`src/hdl/jdcal_pkg.sv`:
```
// ----------------------------------------------------------------------------
// jdcal_pkg: shared types and constants for the day-number-to-date converter
// Field widths, reciprocal constants for the three divisions by constants,
// and the month-start table.
// ----------------------------------------------------------------------------
package jdcal_pkg;

   // Port field widths
   localparam int JD_W    = 23;
   localparam int YEAR_W  = 15;
   localparam int MONTH_W = 4;
   localparam int DAY_W   = 5;

   // First day number of the Gregorian calendar (15 Oct 1582)
   localparam logic [JD_W-1:0] GREG_START = 23'd2299161;

   // alpha = (4*J - ALPHA_BIAS) / ALPHA_DIV, by reciprocal multiply.
   // Rounded-up reciprocal with shift = width + clog2(divisor) is exact for
   // every dividend of that width.
   localparam int     ALPHA_X_W   = JD_W + 2;
   localparam logic [ALPHA_X_W-1:0] ALPHA_BIAS = 25'd7468865;
   localparam longint ALPHA_DIV   = 146097;
   localparam int     ALPHA_SHIFT = ALPHA_X_W + $clog2(ALPHA_DIV);
   localparam int     ALPHA_MUL_W = ALPHA_SHIFT - $clog2(ALPHA_DIV) + 1;
   localparam longint ALPHA_MUL   =
      ((longint'(1) << ALPHA_SHIFT) + ALPHA_DIV - 1) / ALPHA_DIV;
   localparam logic [ALPHA_MUL_W-1:0] ALPHA_MUL_V = ALPHA_MUL_W'(ALPHA_MUL);
   localparam int     ALPHA_P_W   = ALPHA_X_W + ALPHA_MUL_W;
   localparam int     ALPHA_W     = 8;

   // b = a + B_OFFSET; y = Y_SCALE*b - Y_OFFSET
   localparam int B_W       = JD_W + 1;
   localparam int B_OFFSET  = 1524;
   localparam int Y_W       = 30;
   localparam int Y_FULL_W  = B_W + 7;
   localparam int Y_SCALE   = 100;
   localparam int Y_OFFSET  = 12210;

   // c = y / C_DIV
   localparam longint C_DIV   = 36525;
   localparam int     C_SHIFT = Y_W + $clog2(C_DIV);
   localparam int     C_MUL_W = C_SHIFT - $clog2(C_DIV) + 1;
   localparam longint C_MUL   = ((longint'(1) << C_SHIFT) + C_DIV - 1) / C_DIV;
   localparam logic [C_MUL_W-1:0] C_MUL_V = C_MUL_W'(C_MUL);
   localparam int     C_P_W   = Y_W + C_MUL_W;
   localparam int     C_W     = 15;

   // d = D_YEAR*c + c/4; g = b - d stays within 123..488
   localparam int D_W    = B_W;
   localparam int D_YEAR = 365;
   localparam int G_W    = 9;

   // e = (E_SCALE*g) / E_DIV; the scale is folded into the reciprocal
   localparam int     E_X_W    = 23;
   localparam longint E_DIV    = 306001;
   localparam longint E_SCALE  = 10000;
   localparam int     E_SHIFT  = E_X_W + $clog2(E_DIV);
   localparam int     E_MUL_W  = E_SHIFT - $clog2(E_DIV) + 1;
   localparam longint E_MUL    = ((longint'(1) << E_SHIFT) + E_DIV - 1) / E_DIV;
   localparam int     E_KMUL_W = E_MUL_W + $clog2(E_SCALE);
   localparam logic [E_KMUL_W-1:0] E_KMUL_V = E_KMUL_W'(E_MUL * E_SCALE);
   localparam int     E_P_W    = G_W + E_KMUL_W;
   localparam int     E_W      = 4;

   // floor(30.6001*e): day offset of the start of month index e
   localparam logic [G_W-1:0] MONTH_OFFSET [2**E_W] = '{
      9'd0,   9'd30,  9'd61,  9'd91,  9'd122, 9'd153, 9'd183, 9'd214,
      9'd244, 9'd275, 9'd306, 9'd336, 9'd367, 9'd397, 9'd428, 9'd459
   };

   // Month and year fixups
   localparam logic [E_W-1:0]     MONTH_WRAP_E = 4'd13;
   localparam logic [MONTH_W-1:0] FEBRUARY     = 4'd2;
   localparam int                 YEAR_CALC_W  = C_W + 1;
   localparam int                 YEAR_BASE    = 4715;

   // Stage payloads
   typedef struct packed {
      logic [JD_W-1:0]      jd;
      logic                 greg;
      logic [ALPHA_X_W-1:0] x;
   } jdcal_s1_type;

   typedef struct packed {
      logic [JD_W-1:0]      jd;
      logic                 greg;
      logic [ALPHA_P_W-1:0] prod;
   } jdcal_s2_type;

   typedef struct packed {
      logic [B_W-1:0] b;
      logic [Y_W-1:0] y;
   } jdcal_front_type;

   typedef struct packed {
      logic [B_W-1:0]   b;
      logic [C_P_W-1:0] prod;
   } jdcal_s4_type;

   typedef struct packed {
      logic [C_W-1:0] c;
      logic [G_W-1:0] g;
   } jdcal_mid_type;

   typedef struct packed {
      logic [C_W-1:0]   c;
      logic [G_W-1:0]   g;
      logic [E_P_W-1:0] prod;
   } jdcal_s6_type;

   typedef struct packed {
      logic signed [YEAR_W-1:0] year;
      logic [MONTH_W-1:0]       month;
      logic [DAY_W-1:0]         day;
   } jdcal_result_type;

endpackage

```
`src/hdl/jdcal_if.sv`:
```
// ----------------------------------------------------------------------------
// jdcal_req_if / jdcal_rsp_if: valid/ready channels of the converter
// Request carries a day number, response carries year, month and day.
// ----------------------------------------------------------------------------
interface jdcal_req_if;
   import jdcal_pkg::*;

   logic            valid;
   logic            ready;
   logic [JD_W-1:0] julian_day;

   modport source (output valid, output julian_day, input ready);
   modport sink   (input valid, input julian_day, output ready);
endinterface

interface jdcal_rsp_if;
   import jdcal_pkg::*;

   logic                     valid;
   logic                     ready;
   logic signed [YEAR_W-1:0] year;
   logic [MONTH_W-1:0]       month;
   logic [DAY_W-1:0]         day;

   modport source (output valid, output year, output month, output day, input ready);
   modport sink   (input valid, input year, input month, input day, output ready);
endinterface

```
`src/hdl/date_from_julian_day_top.sv`:
```
// ----------------------------------------------------------------------------
// date_from_julian_day_top: Julian Day Number to calendar date
// Seven-stage pipeline turning a day number into year, month and day.
// ----------------------------------------------------------------------------
// Each request transaction carries one Julian Day Number (0..5373484 is the
// intended range; larger 23-bit values still give a valid month and day, and
// the year wraps in 15 bits past 16383). Day numbers from 2299161 on use the
// Gregorian calendar, earlier ones the Julian calendar, and there is no year
// zero: 1 BC comes out as -1. Every request produces exactly one response
// transaction, in order. The block takes one transaction per clock while the
// response side is not stalling. The three reciprocal multipliers (alpha,
// whole years, month index) set the pipeline depth: each has a register in
// front and behind, and the output register adds the last stage. There is no
// state between transactions, and reset only clears the stage valid bits. A
// stall on the response side holds the pipeline from the output backward;
// empty stages keep filling, so up to seven transactions can be in flight
// while a response waits.
// ----------------------------------------------------------------------------
module date_from_julian_day_top (
   input  logic        clock,
   input  logic        reset,
   jdcal_req_if.sink   req_chan,
   jdcal_rsp_if.source rsp_chan
);
   import jdcal_pkg::*;

   logic             front_valid, front_ready;
   jdcal_front_type  front_data;
   logic             mid_valid, mid_ready;
   jdcal_mid_type    mid_data;
   jdcal_result_type result;

   // Stages 1-3: century correction, then scale for the year division
   jdcal_front u_front (
      .clock     (clock),
      .reset     (reset),
      .in_valid  (req_chan.valid),
      .in_ready  (req_chan.ready),
      .in_jd     (req_chan.julian_day),
      .out_valid (front_valid),
      .out_ready (front_ready),
      .out_data  (front_data)
   );

   // Stages 4-5: split into whole years and the day count inside the year
   jdcal_split u_split (
      .clock     (clock),
      .reset     (reset),
      .in_valid  (front_valid),
      .in_ready  (front_ready),
      .in_data   (front_data),
      .out_valid (mid_valid),
      .out_ready (mid_ready),
      .out_data  (mid_data)
   );

   // Stages 6-7: month index, then the output register holding the date
   jdcal_back u_back (
      .clock     (clock),
      .reset     (reset),
      .in_valid  (mid_valid),
      .in_ready  (mid_ready),
      .in_data   (mid_data),
      .out_valid (rsp_chan.valid),
      .out_ready (rsp_chan.ready),
      .out_data  (result)
   );

   // Drive the response payload straight from the output register
   assign rsp_chan.year  = result.year;
   assign rsp_chan.month = result.month;
   assign rsp_chan.day   = result.day;

endmodule

```
`src/hdl/jdcal_front.sv`:
```
// ----------------------------------------------------------------------------
// jdcal_front: stages 1 to 3 of the converter
// Gregorian century correction (alpha) and the scaled year dividend y.
// ----------------------------------------------------------------------------
module jdcal_front (
   input  logic                        clock,
   input  logic                        reset,
   input  logic                        in_valid,
   output logic                        in_ready,
   input  logic [jdcal_pkg::JD_W-1:0]  in_jd,
   output logic                        out_valid,
   input  logic                        out_ready,
   output jdcal_pkg::jdcal_front_type  out_data
);
   import jdcal_pkg::*;

   jdcal_s1_type    s1_in, s1_ff;
   jdcal_s2_type    s2_in, s2_ff;
   jdcal_front_type s3_in, s3_ff;
   logic            s1_vld_ff, s2_vld_ff, s3_vld_ff;
   logic            s1_en, s2_en, s3_en;
   logic [ALPHA_W-1:0] alpha;
   logic [B_W-1:0]     alpha_ext;
   logic [B_W-1:0]     a_val;
   logic [Y_FULL_W-1:0] y_full;

   // Advance a stage when it is empty or its successor advances
   assign s3_en    = !s3_vld_ff || out_ready;
   assign s2_en    = !s2_vld_ff || s3_en;
   assign s1_en    = !s1_vld_ff || s2_en;
   assign in_ready = s1_en;

   always_comb begin
      s1_in.jd   = in_jd;
      s1_in.greg = (in_jd >= GREG_START);
      s1_in.x    = {in_jd, 2'b00} - ALPHA_BIAS;
   end

   always_comb begin
      s2_in.jd   = s1_ff.jd;
      s2_in.greg = s1_ff.greg;
      s2_in.prod = {{ALPHA_MUL_W{1'b0}}, s1_ff.x} * {{ALPHA_X_W{1'b0}}, ALPHA_MUL_V};
   end

   always_comb begin
      alpha     = s2_ff.prod[ALPHA_SHIFT +: ALPHA_W];
      alpha_ext = B_W'(alpha);
      if (s2_ff.greg) begin
         a_val = B_W'(s2_ff.jd) + B_W'(1) + alpha_ext - (alpha_ext >> 2);
      end else begin
         a_val = B_W'(s2_ff.jd);
      end
      s3_in.b = a_val + B_W'(B_OFFSET);
      y_full  = Y_FULL_W'(s3_in.b) * Y_FULL_W'(Y_SCALE) - Y_FULL_W'(Y_OFFSET);
      s3_in.y = y_full[Y_W-1:0];
   end

   always_ff @(posedge clock) begin
      if (reset) begin
         s1_vld_ff <= 1'b0;
         s2_vld_ff <= 1'b0;
         s3_vld_ff <= 1'b0;
      end else begin
         if (s1_en) s1_vld_ff <= in_valid;
         if (s2_en) s2_vld_ff <= s1_vld_ff;
         if (s3_en) s3_vld_ff <= s2_vld_ff;
      end
   end

   always_ff @(posedge clock) begin
      if (s1_en) s1_ff <= s1_in;
      if (s2_en) s2_ff <= s2_in;
      if (s3_en) s3_ff <= s3_in;
   end

   assign out_valid = s3_vld_ff;
   assign out_data  = s3_ff;

endmodule

```
`src/hdl/jdcal_split.sv`:
```
// ----------------------------------------------------------------------------
// jdcal_split: stages 4 and 5 of the converter
// Whole Julian years c and the day count g left within the shifted year.
// ----------------------------------------------------------------------------
module jdcal_split (
   input  logic                       clock,
   input  logic                       reset,
   input  logic                       in_valid,
   output logic                       in_ready,
   input  jdcal_pkg::jdcal_front_type in_data,
   output logic                       out_valid,
   input  logic                       out_ready,
   output jdcal_pkg::jdcal_mid_type   out_data
);
   import jdcal_pkg::*;

   jdcal_s4_type  s4_in, s4_ff;
   jdcal_mid_type s5_in, s5_ff;
   logic          s4_vld_ff, s5_vld_ff;
   logic          s4_en, s5_en;
   logic [C_W-1:0] c_val;
   logic [D_W-1:0] d_val;
   logic [B_W-1:0] g_full;

   assign s5_en    = !s5_vld_ff || out_ready;
   assign s4_en    = !s4_vld_ff || s5_en;
   assign in_ready = s4_en;

   always_comb begin
      s4_in.b    = in_data.b;
      s4_in.prod = {{C_MUL_W{1'b0}}, in_data.y} * {{Y_W{1'b0}}, C_MUL_V};
   end

   always_comb begin
      c_val   = s4_ff.prod[C_SHIFT +: C_W];
      d_val   = D_W'(c_val) * D_W'(D_YEAR) + D_W'(c_val >> 2);
      g_full  = s4_ff.b - d_val;
      s5_in.c = c_val;
      s5_in.g = g_full[G_W-1:0];
   end

   always_ff @(posedge clock) begin
      if (reset) begin
         s4_vld_ff <= 1'b0;
         s5_vld_ff <= 1'b0;
      end else begin
         if (s4_en) s4_vld_ff <= in_valid;
         if (s5_en) s5_vld_ff <= s4_vld_ff;
      end
   end

   always_ff @(posedge clock) begin
      if (s4_en) s4_ff <= s4_in;
      if (s5_en) s5_ff <= s5_in;
   end

   assign out_valid = s5_vld_ff;
   assign out_data  = s5_ff;

endmodule

```
`src/hdl/jdcal_back.sv`:
```
// ----------------------------------------------------------------------------
// jdcal_back: stages 6 and 7 of the converter
// Month index e, then day, month and civil year into the output register.
// ----------------------------------------------------------------------------
module jdcal_back (
   input  logic                        clock,
   input  logic                        reset,
   input  logic                        in_valid,
   output logic                        in_ready,
   input  jdcal_pkg::jdcal_mid_type    in_data,
   output logic                        out_valid,
   input  logic                        out_ready,
   output jdcal_pkg::jdcal_result_type out_data
);
   import jdcal_pkg::*;

   jdcal_s6_type     s6_in, s6_ff;
   jdcal_result_type s7_in, s7_ff;
   logic             s6_vld_ff, s7_vld_ff;
   logic             s6_en, s7_en;
   logic [E_W-1:0]         e_val;
   logic [G_W-1:0]         day_full;
   logic [MONTH_W-1:0]     month_val;
   logic [YEAR_CALC_W-1:0] year_a;
   logic [YEAR_CALC_W-1:0] year_b;
   logic [YEAR_CALC_W-1:0] year_c;

   assign s7_en    = !s7_vld_ff || out_ready;
   assign s6_en    = !s6_vld_ff || s7_en;
   assign in_ready = s6_en;

   always_comb begin
      s6_in.c    = in_data.c;
      s6_in.g    = in_data.g;
      s6_in.prod = {{E_KMUL_W{1'b0}}, in_data.g} * {{G_W{1'b0}}, E_KMUL_V};
   end

   always_comb begin
      e_val    = s6_ff.prod[E_SHIFT +: E_W];
      day_full = s6_ff.g - MONTH_OFFSET[e_val];

      // March-based month index folds back to January and February
      if (e_val > MONTH_WRAP_E) begin
         month_val = e_val - MONTH_WRAP_E;
      end else begin
         month_val = e_val - E_W'(1);
      end

      year_a = {1'b0, s6_ff.c} - YEAR_CALC_W'(YEAR_BASE);
      year_b = (month_val > FEBRUARY) ? year_a - YEAR_CALC_W'(1) : year_a;
      // Skip year zero
      year_c = ($signed(year_b) <= 0) ? year_b - YEAR_CALC_W'(1) : year_b;

      s7_in.year  = $signed(year_c[YEAR_W-1:0]);
      s7_in.month = month_val;
      s7_in.day   = day_full[DAY_W-1:0];
   end

   always_ff @(posedge clock) begin
      if (reset) begin
         s6_vld_ff <= 1'b0;
         s7_vld_ff <= 1'b0;
      end else begin
         if (s6_en) s6_vld_ff <= in_valid;
         if (s7_en) s7_vld_ff <= s6_vld_ff;
      end
   end

   always_ff @(posedge clock) begin
      if (s6_en) s6_ff <= s6_in;
      if (s7_en) s7_ff <= s7_in;
   end

   assign out_valid = s7_vld_ff;
   assign out_data  = s7_ff;

endmodule

```
`src/flat_wrapper.sv`:
```
// flat-port wrapper written by rule: the top's interface ports become plain ports
module date_from_julian_day_top_flat import jdcal_pkg::*;
  (clock, reset, req_chan_valid, req_chan_julian_day, req_chan_ready, rsp_chan_valid, rsp_chan_year, rsp_chan_month, rsp_chan_day, rsp_chan_ready);
  jdcal_req_if req_chan_i ();
  jdcal_rsp_if rsp_chan_i ();
  input  logic clock;
  input  logic reset;
  input wire logic [$bits(req_chan_i.valid)-1:0] req_chan_valid;
  input wire logic [$bits(req_chan_i.julian_day)-1:0] req_chan_julian_day;
  output wire logic [$bits(req_chan_i.ready)-1:0] req_chan_ready;
  output wire logic [$bits(rsp_chan_i.valid)-1:0] rsp_chan_valid;
  output wire logic [$bits(rsp_chan_i.year)-1:0] rsp_chan_year;
  output wire logic [$bits(rsp_chan_i.month)-1:0] rsp_chan_month;
  output wire logic [$bits(rsp_chan_i.day)-1:0] rsp_chan_day;
  input wire logic [$bits(rsp_chan_i.ready)-1:0] rsp_chan_ready;
  assign req_chan_i.valid = req_chan_valid;
  assign req_chan_i.julian_day = req_chan_julian_day;
  assign req_chan_ready = req_chan_i.ready;
  assign rsp_chan_valid = rsp_chan_i.valid;
  assign rsp_chan_year = rsp_chan_i.year;
  assign rsp_chan_month = rsp_chan_i.month;
  assign rsp_chan_day = rsp_chan_i.day;
  assign rsp_chan_i.ready = rsp_chan_ready;
  date_from_julian_day_top u_core (.clock(clock), .reset(reset), .req_chan(req_chan_i), .rsp_chan(rsp_chan_i));
endmodule
```
`config.mk`:
```
export PLATFORM = sky130hd
export DESIGN_NAME = date_from_julian_day_top_flat
export DESIGN_NICKNAME = d
export VERILOG_FILES = /design/src/hdl/jdcal_pkg.sv /design/src/hdl/jdcal_if.sv /design/src/hdl/date_from_julian_day_top.sv /design/src/hdl/jdcal_front.sv /design/src/hdl/jdcal_split.sv /design/src/hdl/jdcal_back.sv /design/src/flat_wrapper.sv
export SDC_FILE = /design/constraint.sdc
export NUM_CORES = 2
export LEC_CHECK = 0
export ABC_AREA = 1
export BUFFER_PORTS_ARGS = -buffer_cell sky130_fd_sc_hd__buf_2
export CAP_MARGIN = 40
export CORE_MARGIN = 3
export CORE_UTILIZATION = 48
export CTS_CLUSTER_SIZE = 14
export DETAILED_ROUTE_END_ITERATION = 6
export PLACE_DENSITY_LB_ADDON = 0.08
export REMOVE_ABC_BUFFERS = 1
export SYNTH_ARGS = -nofsm -noshare
export SYNTH_HDL_FRONTEND = slang
export SYNTH_SLANG_ARGS = --single-unit
```
`constraint.sdc`:
```
create_clock -name clock -period 20 [get_ports clock]
set_input_delay 4 -clock clock [delete_from_list [all_inputs] [get_ports clock]]
set_output_delay 4 -clock clock [all_outputs]
set_load 0.1 [all_outputs]
```
==> metrics.csv <==
stage,metric,value,unit
die,die_w,314,µm
yosys,synth_edf_count,212,
timing,setup-tns-final,0,ps
die,rows,112,
detailed_routing,vias,32124,
place,place_area,47400,µm²
timing,post-route-period-util,58.7,%
die,dieArea,98400,µm²
worst_setup_path,cp-end-kind,primary output,
worst_setup_path,crit_arrival,7750,ps
cts,clk-insertion-delay-late,530,ps
cts,path_clk_slew,60,ps
detailed_routing,met3_length,5.44,mm
detailed_routing,route.met2.wl,55.0,mm
timing,fmax,0.0851,GHz
worst_setup_path,cp_top_family,buffers and inverters,
timing,tightest_slew,799,ps
hold_path,hp-class,register to register,
yosys,syn_area_per_cell,9.05,µm²
cts,cts_hold_buf,0,
grt,antenna_found_initial,1,
cts,htreeDepth,1,
timing,setup_viol,0,
cts,cts_made_buffers,23,
detailed_routing,drt-wirelength-per-cell,18.2,µm
timing,min_period,11750,ps
detailed_routing,met1_length,52.0,mm
hold_path,min-delay-start,u_core.u_split.out_data[16],
die,die_height,314,µm
die,start_util,48.5,%
timing,slew_viol_final,0,
cells_and_area,design_area,48100,µm²
timing,skew,20.1,ps
yosys,synth-async-reset-ratio,0,%
detailed_routing,top_layer,met4,
grt,overflow,0,
cells_and_area,finalNetCount,6642,
flow_run,maxCapViolCount,0,
worst_setup_path,crit_type,input port to primary output,
worst_setup_path,cp-start-kind,input port,
place,dp.final_hpwl,104,mm
die,io_pins,53,
cells_and_area,drive_gt1_share,2.60,%
detailed_routing,ant_nets,0,
worst_setup_path,startpoint,rsp_chan_ready,
detailed_routing,viasPerCell,5.04,
timing,hold_viol_final,0,
place,gp_congestion,0.933,
yosys,netlist_area,45400,µm²
cells_and_area,multi_input_area,33700,µm²
detailed_routing,wl,116,mm
cells_and_area,final-seq-area,6510,µm²
timing,rsz0062_at_grt,no,
cells_and_area,final_core_util,51.4,%
place,io_buffers,52,
worst_setup_path,crit_top_cell,nor2_1,
timing,maxSlewHeadroom,46.8,%
worst_setup_path,cp_num_buf_inv,13,
detailed_routing,drt-initial-drc-count,1726,
worst_setup_path,slowest_stage,buf_2,
worst_setup_path,critPathMaxStageDelay,540,ps
worst_setup_path,cp.required,16000,ps
cells_and_area,syn_to_final_growth,5.82,%
yosys,synthDistinctLibCells,58,
detailed_routing,first_pass_iters,5,
cts,cts_resized,0,
cts,clock-root-buffer,clkbuf_16,
cts,post-cts-setup-buffer-count,0,
grt,grt_util_all_layers,24.3,%
cells_and_area,fillers,9033,
grt,grt_pass1_vias,33894,
yosys,synth-warning-count,0,
worst_setup_path,path_cells,buf_2 > nor2_1 > inv_1 > buf_16 > nor2_1 > inv_1 > buf_16 > nor2_1 > inv_1 > buf_16 > nor2_1 > inv_1 > buf_4 > nor2_1 > inv_1 > buf_4 > nor2_1 > nand2_2 > buf_4 > buf_2,
grt,grt_pass1_wl,185,mm
run_status,status,finished clean,
yosys,synth_flop_cell,edfxtp_1,
cts,cts_tree,yes,
detailed_routing,drc,0,
grt,grt_max_degree,50,
worst_setup_path,crit_fanout,49,
worst_setup_path,r2r_start,u_core.u_front.out_data[18],
die,core,93600,µm²
yosys,synth_cells,5020,
yosys,synth_seq_cells,219,
cts,cts_buffer_depth,3,
yosys,ys_seq_area_share,14.3,%
cts,clock_sinks,219,
[Yosys cell counts, types with 40 or more instances]
cell / instances / area, µm²
inv_1: 1363 / 5120
ha_1: 805 / 10100
fa_1: 711 / 14200
nand2_1: 684 / 2570
nor2_1: 271 / 1020
a21oi_1: 230 / 1150
edfxtp_1: 212 / 6370
nand3_1: 169 / 846
o21ai_0: 123 / 616
xor2_1: 111 / 972
nand4_1: 58 / 363
nor3_1: 44 / 220
xnor2_1: 40 / 350
[cell usage in the layout, fill, tap and decap left out, types with 5 or more instances in the layout]
cell type  synthesis  final
o21ai_0          123    123
o21a_1            10     10
inv_1           1363   1363
xor2_1           111    111
fa_1             711    711
nand3_1          169    169
dfxtp_1            7      7
o221ai_1           5      5
a21boi_0           6      6
o211ai_1           9      9
nor2_1           271    271
nand4_1           58     58
nand2_1          684    683
buf_2              1     52
nor2_2             8      8
nor3_1            44     44
o31ai_1            9      9
a221oi_1           6      6
buf_4              2      8
xnor2_1           40     40
edfxtp_1         212    212
nor4_1            17     17
nand2_2           11     12
o21bai_1          11     11
clkbuf_16          0     23
clkbuf_1           3      7
a21oi_1          230    230
a21o_1             9      9
nand3b_1           5      5
a31oi_1           32     32
ha_1             805    805
[final cells by class]
type,instances,share of cell area [%]
multi-input cells,3426,70.2
flip-flops and latches,219,13.5
inverters,1365,10.7
well taps,1254,3.26
clock buffers,31,1.28
repair buffers,64,0.895
clock inverters,8,0.180
diodes,1,0.00520
[final timing paths]
kind	endpoint	slack (ps)	cells past startpoint
max	req_chan_ready	8250	20
max reg2reg	u_core.u_split.c_val[12]	12780	22
min	u_core.u_back.s6_ff[63]	410	0
min reg2reg	u_core.u_back.s6_ff[63]	410	0
[kinds of logic (layout without fill, tap and decap cells)]
group,count (synthesis),after routing,synth area share [%]
flip-flops,219,219,14.3
AO/OA/AOI/OAI,469,469,5.78
AND/OR/NAND/NOR,1289,1289,12.0
other,0,1,0
adder cells (fa/ha/maj),1516,1516,53.5
XOR/XNOR,152,152,2.95
buffers and inverters,1375,1468,11.4
[stage by stage]
step           std cells  hold slack [ps]  worst slack [ps]
5_1_grt             6367              422              7930
4_1_cts             6367              417              8200
3_3_place_gp        6322              401              7140
2_1_floorplan       5010              400              6920
6_report            6368              414              8250
3_5_place_dp        6328              405              8200
[flip-flops by register name, summed over array words and instances (netlist names), 4 cells and up]
register / cells
u_core.u_split.c_val: 15
u_core.u_front.s1_ff: 47
u_core.u_split.out_data: 24
u_core.u_front.alpha: 8
u_core.u_front.s2_ff: 24
u_core.u_back.e_val: 4
u_core.u_front.out_data: 37
u_core.u_split.s4_ff: 9
u_core.u_back.s6_ff: 20
u_core.u_back.out_data: 24
[per-layer routing]
metal  up-vias  GRT usage (%)
met5         -              0
li1      15872              -
met4         0           6.52
met2       609           41.3
met3       150           3.42
met1     15493           32.5
Power is left out: the tool's default activity adds up to more than one toggle a clock period on the data nets, which glitch-free logic cannot reach.
